### src/sv/fpr_pkg.sv
// Package for the framed packet receiver: parser phases, status codes,
// framing constants, the result record and the CRC-16/CCITT-FALSE byte step.
// No dependencies.
package fpr_pkg;

  localparam logic [7:0]  SOF_BYTE = 8'h02;
  localparam logic [7:0]  EOF_BYTE = 8'h03;
  localparam logic [15:0] CRC_INIT = 16'hFFFF;
  localparam logic [15:0] CRC_POLY = 16'h1021;
  localparam logic [7:0]  TYPE_LIMIT_RESET = 8'd16;

  typedef enum logic [2:0] {
    PH_IDLE = 3'd0,
    PH_TYPE = 3'd1,
    PH_LEN  = 3'd2,
    PH_DATA = 3'd3,
    PH_CRCH = 3'd4,
    PH_CRCL = 3'd5,
    PH_TAIL = 3'd6
  } phase_t;

  typedef enum logic [2:0] {
    ST_BUSY      = 3'd0,
    ST_GOOD      = 3'd1,
    ST_BAD_START = 3'd2,
    ST_BAD_TYPE  = 3'd3,
    ST_CRC_FAIL  = 3'd4,
    ST_BAD_END   = 3'd5
  } status_t;

  typedef struct packed {
    status_t    status;
    logic       payload_valid;
    logic [7:0] payload_byte;
    logic [7:0] frame_type;
    logic [7:0] frame_length;
  } result_t;

  function automatic logic [15:0] crc_feed(input logic [15:0] crc, input logic [7:0] b);
    logic [15:0] c;
    c = crc ^ {b, 8'h00};
    for (int i = 0; i < 8; i++) begin
      if (c[15]) begin
        c = {c[14:0], 1'b0} ^ CRC_POLY;
      end else begin
        c = {c[14:0], 1'b0};
      end
    end
    return c;
  endfunction

endpackage

### src/sv/fpr_frame_fsm.sv
// Frame parser state machine: phase, running CRC, held type and length and
// the payload byte count, with the result for the word being taken.
// Depends on fpr_pkg.
module fpr_frame_fsm
  import fpr_pkg::*;
(
  input  logic       clk,
  input  logic       rst,
  input  logic       take,
  input  logic [7:0] rx_byte,
  input  logic [7:0] type_limit,
  output phase_t     phase,
  output result_t    result
);

  phase_t      phase_next;
  logic [15:0] running_crc, running_crc_next;
  logic [7:0]  held_type, held_type_next;
  logic [7:0]  held_length, held_length_next;
  logic [7:0]  bytes_seen, bytes_seen_next;
  logic [15:0] crc_step;
  status_t     status_w;
  logic        pv_w;
  logic [7:0]  pb_w;

  assign crc_step = crc_feed(running_crc, rx_byte);

  always_ff @(posedge clk) begin
    if (rst) begin
      phase       <= PH_IDLE;
      running_crc <= CRC_INIT;
      held_type   <= 8'd0;
      held_length <= 8'd0;
      bytes_seen  <= 8'd0;
    end else if (take) begin
      phase       <= phase_next;
      running_crc <= running_crc_next;
      held_type   <= held_type_next;
      held_length <= held_length_next;
      bytes_seen  <= bytes_seen_next;
    end
  end

  always_comb begin
    phase_next       = phase;
    running_crc_next = running_crc;
    held_type_next   = held_type;
    held_length_next = held_length;
    bytes_seen_next  = bytes_seen;
    status_w         = ST_BUSY;
    pv_w             = 1'b0;
    pb_w             = 8'd0;
    case (phase)
      PH_TYPE: begin
        if (rx_byte >= type_limit) begin
          status_w   = ST_BAD_TYPE;
          phase_next = PH_IDLE;
        end else begin
          running_crc_next = crc_step;
          held_type_next   = rx_byte;
          phase_next       = PH_LEN;
        end
      end
      PH_LEN: begin
        running_crc_next = crc_step;
        held_length_next = rx_byte;
        bytes_seen_next  = 8'd0;
        phase_next       = (rx_byte == 8'd0) ? PH_CRCH : PH_DATA;
      end
      PH_DATA: begin
        pv_w             = 1'b1;
        pb_w             = rx_byte;
        running_crc_next = crc_step;
        bytes_seen_next  = bytes_seen + 8'd1;
        if (bytes_seen_next >= held_length) begin
          phase_next = PH_CRCH;
        end
      end
      PH_CRCH: begin
        running_crc_next = crc_step;
        phase_next       = PH_CRCL;
      end
      PH_CRCL: begin
        running_crc_next = crc_step;
        if (crc_step != 16'd0) begin
          status_w   = ST_CRC_FAIL;
          phase_next = PH_IDLE;
        end else begin
          phase_next = PH_TAIL;
        end
      end
      PH_TAIL: begin
        status_w   = (rx_byte == EOF_BYTE) ? ST_GOOD : ST_BAD_END;
        phase_next = PH_IDLE;
      end
      default: begin
        if (rx_byte != SOF_BYTE) begin
          status_w   = ST_BAD_START;
          phase_next = PH_IDLE;
        end else begin
          running_crc_next = CRC_INIT;
          held_type_next   = 8'd0;
          held_length_next = 8'd0;
          bytes_seen_next  = 8'd0;
          phase_next       = PH_TYPE;
        end
      end
    endcase
  end

  always_comb begin
    result.status        = status_w;
    result.payload_valid = pv_w;
    result.payload_byte  = pb_w;
    result.frame_type    = held_type_next;
    result.frame_length  = held_length_next;
  end

endmodule

### src/sv/framed_packet_receiver_crc16.sv
// Framed packet receiver with CRC-16/CCITT-FALSE check; top level.
// The result for an accepted word is registered in the output register.
// Throughput: one word per cycle; the single output register stalls input only while
// a result waits and the output is stalled.
// Reset (rst, synchronous): parser idle, CRC 0xFFFF, held fields zero, type_limit 16.
// Depends on fpr_pkg and fpr_frame_fsm.
module framed_packet_receiver_crc16
  import fpr_pkg::*;
(
  input  logic       clk,
  input  logic       rst,
  input  logic       cfg_valid,
  output logic       cfg_ready,
  input  logic [7:0] cfg_data,
  input  logic       in_valid,
  output logic       in_stall,
  input  logic [7:0] rx_byte,
  output logic       out_valid,
  input  logic       out_stall,
  output logic [2:0] status,
  output logic       payload_valid,
  output logic [7:0] payload_byte,
  output logic [7:0] frame_type,
  output logic [7:0] frame_length
);

  logic [7:0] type_limit;
  logic       in_accept;
  logic       out_valid_next;
  phase_t     phase;
  result_t    result;
  result_t    out_reg;

  assign cfg_ready = 1'b1;
  assign in_stall  = out_valid & out_stall;
  assign in_accept = in_valid & ~in_stall;

  always_ff @(posedge clk) begin
    if (rst) begin
      type_limit <= TYPE_LIMIT_RESET;
    end else if (cfg_valid && cfg_ready) begin
      type_limit <= cfg_data;
    end
  end

  fpr_frame_fsm u_fsm (
    .clk        (clk),
    .rst        (rst),
    .take       (in_accept),
    .rx_byte    (rx_byte),
    .type_limit (type_limit),
    .phase      (phase),
    .result     (result)
  );

  assign out_valid_next = in_accept | (out_valid & out_stall);

  always_ff @(posedge clk) begin
    if (rst) begin
      out_valid <= 1'b0;
    end else begin
      out_valid <= out_valid_next;
    end
  end

  always_ff @(posedge clk) begin
    if (in_accept) begin
      out_reg <= result;
    end
  end

  assign status        = out_reg.status;
  assign payload_valid = out_reg.payload_valid;
  assign payload_byte  = out_reg.payload_byte;
  assign frame_type    = out_reg.frame_type;
  assign frame_length  = out_reg.frame_length;

  a_payload_busy: assert property (@(posedge clk) disable iff (rst)
    out_valid && payload_valid |-> status == ST_BUSY)
    else $error("payload word carries a final status");

  a_tail_to_idle: assert property (@(posedge clk) disable iff (rst)
    in_accept && phase == PH_TAIL |=> phase == PH_IDLE && out_valid && status != ST_BUSY)
    else $error("end position did not close the frame");

  a_start_clears: assert property (@(posedge clk) disable iff (rst)
    in_accept && phase == PH_IDLE && rx_byte == SOF_BYTE |=>
      phase == PH_TYPE && frame_type == 8'd0 && frame_length == 8'd0 && status == ST_BUSY)
    else $error("start word did not open a clean frame");

  a_bad_start: assert property (@(posedge clk) disable iff (rst)
    in_accept && phase == PH_IDLE && rx_byte != SOF_BYTE |=>
      phase == PH_IDLE && status == ST_BAD_START)
    else $error("stray word while idle not reported");

endmodule
### config.mk
export PLATFORM = sky130hd
export DESIGN_NAME = framed_packet_receiver_crc16
export DESIGN_NICKNAME = d
export VERILOG_FILES = /design/src/sv/fpr_pkg.sv /design/src/sv/fpr_frame_fsm.sv /design/src/sv/framed_packet_receiver_crc16.sv
export SDC_FILE = /design/constraint.sdc
export NUM_CORES = 1
export LEC_CHECK = 0
export BUFFER_PORTS_ARGS = -buffer_cell sky130_fd_sc_hd__buf_2
export CAP_MARGIN = 0
export CORE_MARGIN = 2
export CORE_UTILIZATION = 52
export CTS_BUF_LIST = sky130_fd_sc_hd__clkbuf_8
export DETAILED_ROUTE_END_ITERATION = 12
export GPL_TIMING_DRIVEN = 0
export PLACE_DENSITY = 0.71
export SYNTH_ARGS = -nofsm -noshare
export SYNTH_HDL_FRONTEND = slang
export SYNTH_HIERARCHICAL = 1
export SYNTH_SLANG_ARGS = --single-unit
### constraint.sdc
create_clock -name clk -period 3.8 [get_ports clk]
set_clock_uncertainty 0.05 [all_clocks]
set_input_delay 0 -clock clk [delete_from_list [all_inputs] [get_ports clk]]
set_output_delay 0 -clock clk [all_outputs]
set_load 0.005 [all_outputs]
# Yosys cells after proc, flatten, opt, wreduce, memory -nomap -nowiden
# Cells that the tools add are included.
[totals]
romBits = 0
ramBits = 0
latchBits = 0
wordCells = 82
out_inout_bits = 31
input_bits = 21
reg_bits = 80
memories = 0
[classes]
n_shift = 0
n_reduce_logical = 10
addsub = 1
order_cmp = 2
div = 0
eq_ne = 12
mul = 0
bitwise_logic = 15
mux = 30
[ops]
columns = ["cell", "n"]
rows = [
  ["13-bit two-way mux", 8],
  ["16-bit one-hot mux with 3 select lines", 1],
  ["16-bit two-way mux", 2],
  ["8-bit two-way mux", 4],
  ["8-bit one-hot mux with 2 select lines", 2],
  ["3-bit inverter", 8],
  ["8-bit one-hot mux with 3 select lines", 1],
  ["3-bit one-hot mux with 6 select lines", 1],
  ["8-bit >= comparator", 2],
  ["16-bit nonzero test", 1],
  ["16-bit XOR", 1],
  ["3-bit two-way mux", 5],
  ["3-bit one-hot mux with 4 select lines", 1],
  ["5-bit OR reduction", 2],
  ["3-bit equality test, second input constant", 3],
  ["8-bit by 1-bit adder with 8-bit output, second input constant", 1],
  ["8-bit by 2-bit equality test with 1-bit output, second input constant", 1],
  ["8-bit logical NOT", 1],
  ["8-bit by 2-bit != test with 1-bit output, second input constant", 1],
  ["4-bit OR reduction", 2],
  ["3-bit by 2-bit equality test with 1-bit output, second input constant", 2],
  ["2-bit two-way mux", 3],
  ["3-bit != test, second input constant", 2],
  ["4-bit AND reduction", 1],
  ["10 further kinds", 14],
]

# Logic depth before layout (Yosys ltp)
[depth]
depth_word = 20
mapped_depth = 10
ltp_nobuf = 10

# Cells and area by module
# Netlist, hierarchy kept.
[by_module_without_submodules]
columns = ["mod", "seq_area_each_um2", "area_each_um2", "cells_each", "n_inst"]
rows = [
  ["fpr_frame_fsm", 860.8, 3026.7, 364, 1],
  ["framed_packet_receiver_crc16", 1021.0, 1183.6, 61, 1],
]

# Worst setup path before layout
# OpenSTA, ideal clock, no wires.
[synth_path]
path_type = "register to register"
start = "register out_valid"
end = "register u_fsm.phase[2]"
setup_slack_ns = 0.240
setup_ns = 0.095
path_stages_with_launch = 7
arrival_time_ns = 3.414
synth_period_minus_slack_ns = 3.560
path_cell_list = "dfxtp_1 -> and2_1 -> nor2b_1 -> inv_1 -> nor4_1 -> o21ai_0 -> a221oi_1"
[synth_via]
elab_chain_len = 4
[synth_rtl]
columns = ["element", "line", "rtl"]
rows = [
  ["from (decl)", "framed_packet_receiver_crc16.sv:18", "output logic out_valid,"],
  ["from (signal assigned)", "framed_packet_receiver_crc16.sv:62", "out_valid <= out_valid_next;"],
  ["1-bit bitwise AND", "framed_packet_receiver_crc16.sv:35", "assign in_stall = out_valid & out_stall;"],
  ["named net in_stall", "framed_packet_receiver_crc16.sv:16", "output logic in_stall,"],
  ["1-bit inverter", "framed_packet_receiver_crc16.sv:36", "assign in_accept = in_valid & ~in_stall;"],
  ["1-bit bitwise AND", "framed_packet_receiver_crc16.sv:36", ""],
  ["named net in_accept", "framed_packet_receiver_crc16.sv:28", "logic in_accept;"],
  ["2-bit AND reduction (no line)", "--", ""],
  ["to (signal assigned)", "fpr_frame_fsm.sv:36", "phase <= phase_next;"],
  ["to (decl)", "fpr_frame_fsm.sv:12", "output phase_t phase,"],
]
# The timed path passes the listed nets, and every way through them passes these cells.
# A chain may end at the register's enable or synchronous reset.

# Worst setup path in the final report
[layout_path]
start = "register out_valid"
end = "register u_fsm.phase[2]"
[layout_via]
elab_chain_len = 4
[layout_rtl]
columns = ["element", "line"]
rows = [
  ["1-bit bitwise AND", "framed_packet_receiver_crc16.sv:35"],
  ["1-bit inverter", "framed_packet_receiver_crc16.sv:36"],
  ["1-bit bitwise AND", "framed_packet_receiver_crc16.sv:36"],
  ["named net in_accept", "framed_packet_receiver_crc16.sv:28"],
  ["2-bit AND reduction (no line)", "--"],
]
# The timed path passes the listed nets, and every way through them passes these cells.

==> out/qor.yml <==
run_status:
  status: "finished, final reports clean"
placed_design:
  hpwl_um: 6515
  place_congestion: 0.8929
  place.port_buffers: 47
clock_network:
  insertion_delay_ns: 0.36
  cts.sinks: 80
  cts.repair.resized: 0
  cts_buffers: 9
  clockBufferDepth: 2
  cts_tree: "built"
  htreeDepth: 3
  clock-root-buffer: "clkbuf_8"
  clk_pin_slew_ns: 0.10
worst_setup_path:
  reg2reg_to: "u_fsm/phase[2]$_SDFFE_PP0P_"
  crit_type: "reg2reg"
  timing.rr.start: "out_valid$_SDFF_PP0_"
  worstSetupStartpoint: "out_valid$_SDFF_PP0_"
  crit_path_end_kind: "flip-flop"
  cp.required_ns: 4.00
  r2r_slack_ns: 0.58
  r2r_cells: 6
  critPathLaunchType: "flip-flop"
  cp.arrival_ns: 3.42
  crit_fanout: 34
  critical_path.endpoint: "u_fsm/phase[2]$_SDFFE_PP0P_"
  max_stage_delay_ns: 0.84
  cp_slowest_cell: "nor4_1"
  path_cells: "and2_1, nor2b_4, inv_1, nor4_1, o21ai_0, a221oi_1"
yosys:
  synthFlopType: "dfxtp_1"
  yosys_warnings: 6
  synth_cell_types: 60
  synth_area_sq_um: 4210
  syn-num-nets: 464
  syn-mean-instance-area_sq_um: 9.907
  synth_edf_count: 28
  ys_seq_area_share_pct: 44.70
  ys_seq_elements: 80
  async_flop_share_pct: 0
  synthCells: 425
sta:
  finalMaxSlewViolations: 0
  max_freq_mhz: 310.6
  setup_viol: 0
  hold_viol_final: 0
  relSlewSlack_pct: 30.77
  worst_pin_slew_ns: 1.036
  period_needed_ns: 3.220
  min_period_over_period_pct: 84.73
  rsz0062_at_grt: "false"
floorplan:
  core-area_sq_um: 7767
  dieArea_sq_um: 8832
  fp.dieW_um: 93.98
  rows: 32
  die_h_um: 93.98
  io_pins: 52
  start_util_pct: 54.20
drt:
  maxUsedRoutingLayer: "met4"
  routed_wl_um: 9697
  ant_nets: 0
  dr.pass1.iters: 6
  wl_met2_um: 4567
  routed-wl-met3_um: 600
  vias: 3434
  wire_per_inst_um: 15.64
  viasPerCell: 5.539
  drtIter0Drc: 186
  wl_met1_um: 4365
  drc: 0
global_routing:
  grt_max_degree: 35
  antenna_found_initial: 0
  grt_usage_pct: 23.18
  overflow: 0
  grt_pass1_vias: 3237
  grt_pass1_wl_um: 15800
layout:
  final_core_util_pct: 65.22
  n_antenna_cell: 0
  final_cell_mix: "66 x nor2_1, 52 x dfxtp_1, 51 x buf_2, 30 x dlygate4sd3_1, 28 x edfxtp_1"
  n_fill_cell: 679
  layout-drive-gt1-share_pct: 16.80
  final_nets: 552
  areaGrowthSynthToFinish_pct: 20.33
  multi_input_area_sq_um: 2136
  register_area_sq_um: 1882
  layout_commonest_cell: "nor2_1"
power:
  p_sw_uw: 463.4
  p_leak_nw: 1.993
  finalPower_mw: 1.713
  clkPwrFrac_pct: 34.9
  switching_share_pct: 27.05
  vdd_drop_max_mv: 0.2156
  p_per_area_nw_per_um2: 338.1
  p_seq_share_pct: 53.3
  p_comb_share_pct: 11.8
  p_int_mw: 1.249
worst_hold_path:
  hold_path_class: "in2reg"
run:
  maxCapViolations: 0
## flip-flops by register name, indices dropped and copies added, names as in the netlist
signal	count
payload_byte	8
u_fsm/held_length	8
out_valid	1
payload_valid	1
u_fsm/running_crc	16
type_limit	8
status	3
u_fsm/held_type	8
frame_type	8
u_fsm/bytes_seen	8
u_fsm/phase	3
frame_length	8
## power groups by stage
stage	sequential, mW	combinational, mW	clock, mW
floorplan	0.935	0.110	0
global placement	0.934	0.169	0
detailed placement	0.933	0.172	0
CTS	0.913	0.200	0.612
global route	0.916	0.221	0.645
finish	0.913	0.202	0.597
## worst min path at each step
stage | end | start | cells past startpoint
global placement | type_limit[4]$_SDFFE_PP1P_ | cfg_data[4] | 2
finish | u_fsm/held_type[6]$_SDFFE_PP0P_ | rx_byte[6] | 3
floorplan | u_fsm/held_type[4]$_SDFFE_PP0P_ | rx_byte[4] | 2
detailed placement | type_limit[4]$_SDFFE_PP1P_ | cfg_data[4] | 2
global route | u_fsm/held_type[6]$_SDFFE_PP0P_ | rx_byte[6] | 3
CTS | u_fsm/held_type[6]$_SDFFE_PP0P_ | rx_byte[6] | 3
## kinds of logic after synthesis
logic type | Yosys count | synth area share [%]
XOR/XNOR | 30 | 6.567
multiplexers | 24 | 5.706
adder cells (fa/ha/maj) | 18 | 5.349
other | 1 | 0.08907
buffers and inverters | 41 | 4.755
AND/OR/NAND/NOR | 147 | 17.62
flip-flops | 80 | 44.70
AO/OA/AOI/OAI | 84 | 15.22
## stage by stage
stage / cell area (sq um) / std cells / setup slack, ns / hold WS [ns] / TNS [ns]
2_1_floorplan: 4210 / 425 / 0.2402 / 0.05862 / 0
3_3_place_gp: 4573 / 574 / -1.099 / 0.1604 / -24.45
3_5_place_dp: 4581 / 574 / 0.6310 / 0.1625 / 0
4_1_cts: 5066 / 620 / 0.5979 / 0.01290 / 0
5_1_grt: 5066 / 620 / 0.3641 / 0.01723 / 0
6_report: 5066 / 620 / 0.5802 / 0.01708 / 0
## worst max-delay path: cells and delay by family, from the launching register on
family	cells	cell delay (ns)
buffers and inverters	1	0.43
DFF	1	0.32
and+or+nand+nor	3	1.78
AOI/OAI and AO/OA	2	0.53
## synthesized netlist by cell type, types with 3 or more instances
| library cell | n | area [sq um] |
|---|---|---|
| nor2_1 | 66 | 247.7 |
| dfxtp_1 | 52 | 1041 |
| edfxtp_1 | 28 | 840.8 |
| mux2i_1 | 24 | 240.2 |
| xnor2_1 | 22 | 192.7 |
| nand2_1 | 20 | 75.07 |
| inv_1 | 19 | 71.32 |
| ha_1 | 18 | 225.2 |
| o21ai_0 | 18 | 90.09 |
| a22o_1 | 14 | 122.6 |
| a22oi_1 | 13 | 97.59 |
| clkbuf_1 | 11 | 41.29 |
| nand2b_1 | 11 | 68.82 |
| nor3_1 | 11 | 55.05 |
| a21oi_1 | 10 | 50.05 |
| and2_1 | 8 | 50.05 |
| xor2_1 | 7 | 61.31 |
| nor2b_1 | 6 | 37.54 |
| buf_2 | 4 | 20.02 |
| a311oi_1 | 3 | 26.28 |
| buf_6 | 3 | 33.78 |
| nand4_1 | 3 | 18.77 |
| o211ai_1 | 3 | 22.52 |
## what timing repair did
item | in CTS | in global routing
hold buffers | 30 | 0
setup buffers | 0 | 0
hold endpoints to repair | 13 | 0
## per-layer routing
metal  up-vias  global-route usage [%]
li1       1690                       -
met1      1591                   30.96
met2       137                   38.33
met3        16                   3.933
met4         0                   7.367
met5         -                       0
## area by class of cell
class / count / area share [%]
Timing Repair Buffer: 77 / 10.57
Sequential cell: 80 / 37.14
Clock buffer: 9 / 2.445
Inverter: 20 / 1.482
Clock inverter: 7 / 1.210
Multi-Input combinational cell: 304 / 42.16
Tap cell: 102 / 2.519
Buffer: 21 / 2.470
(Power assumes the default switching activity.)
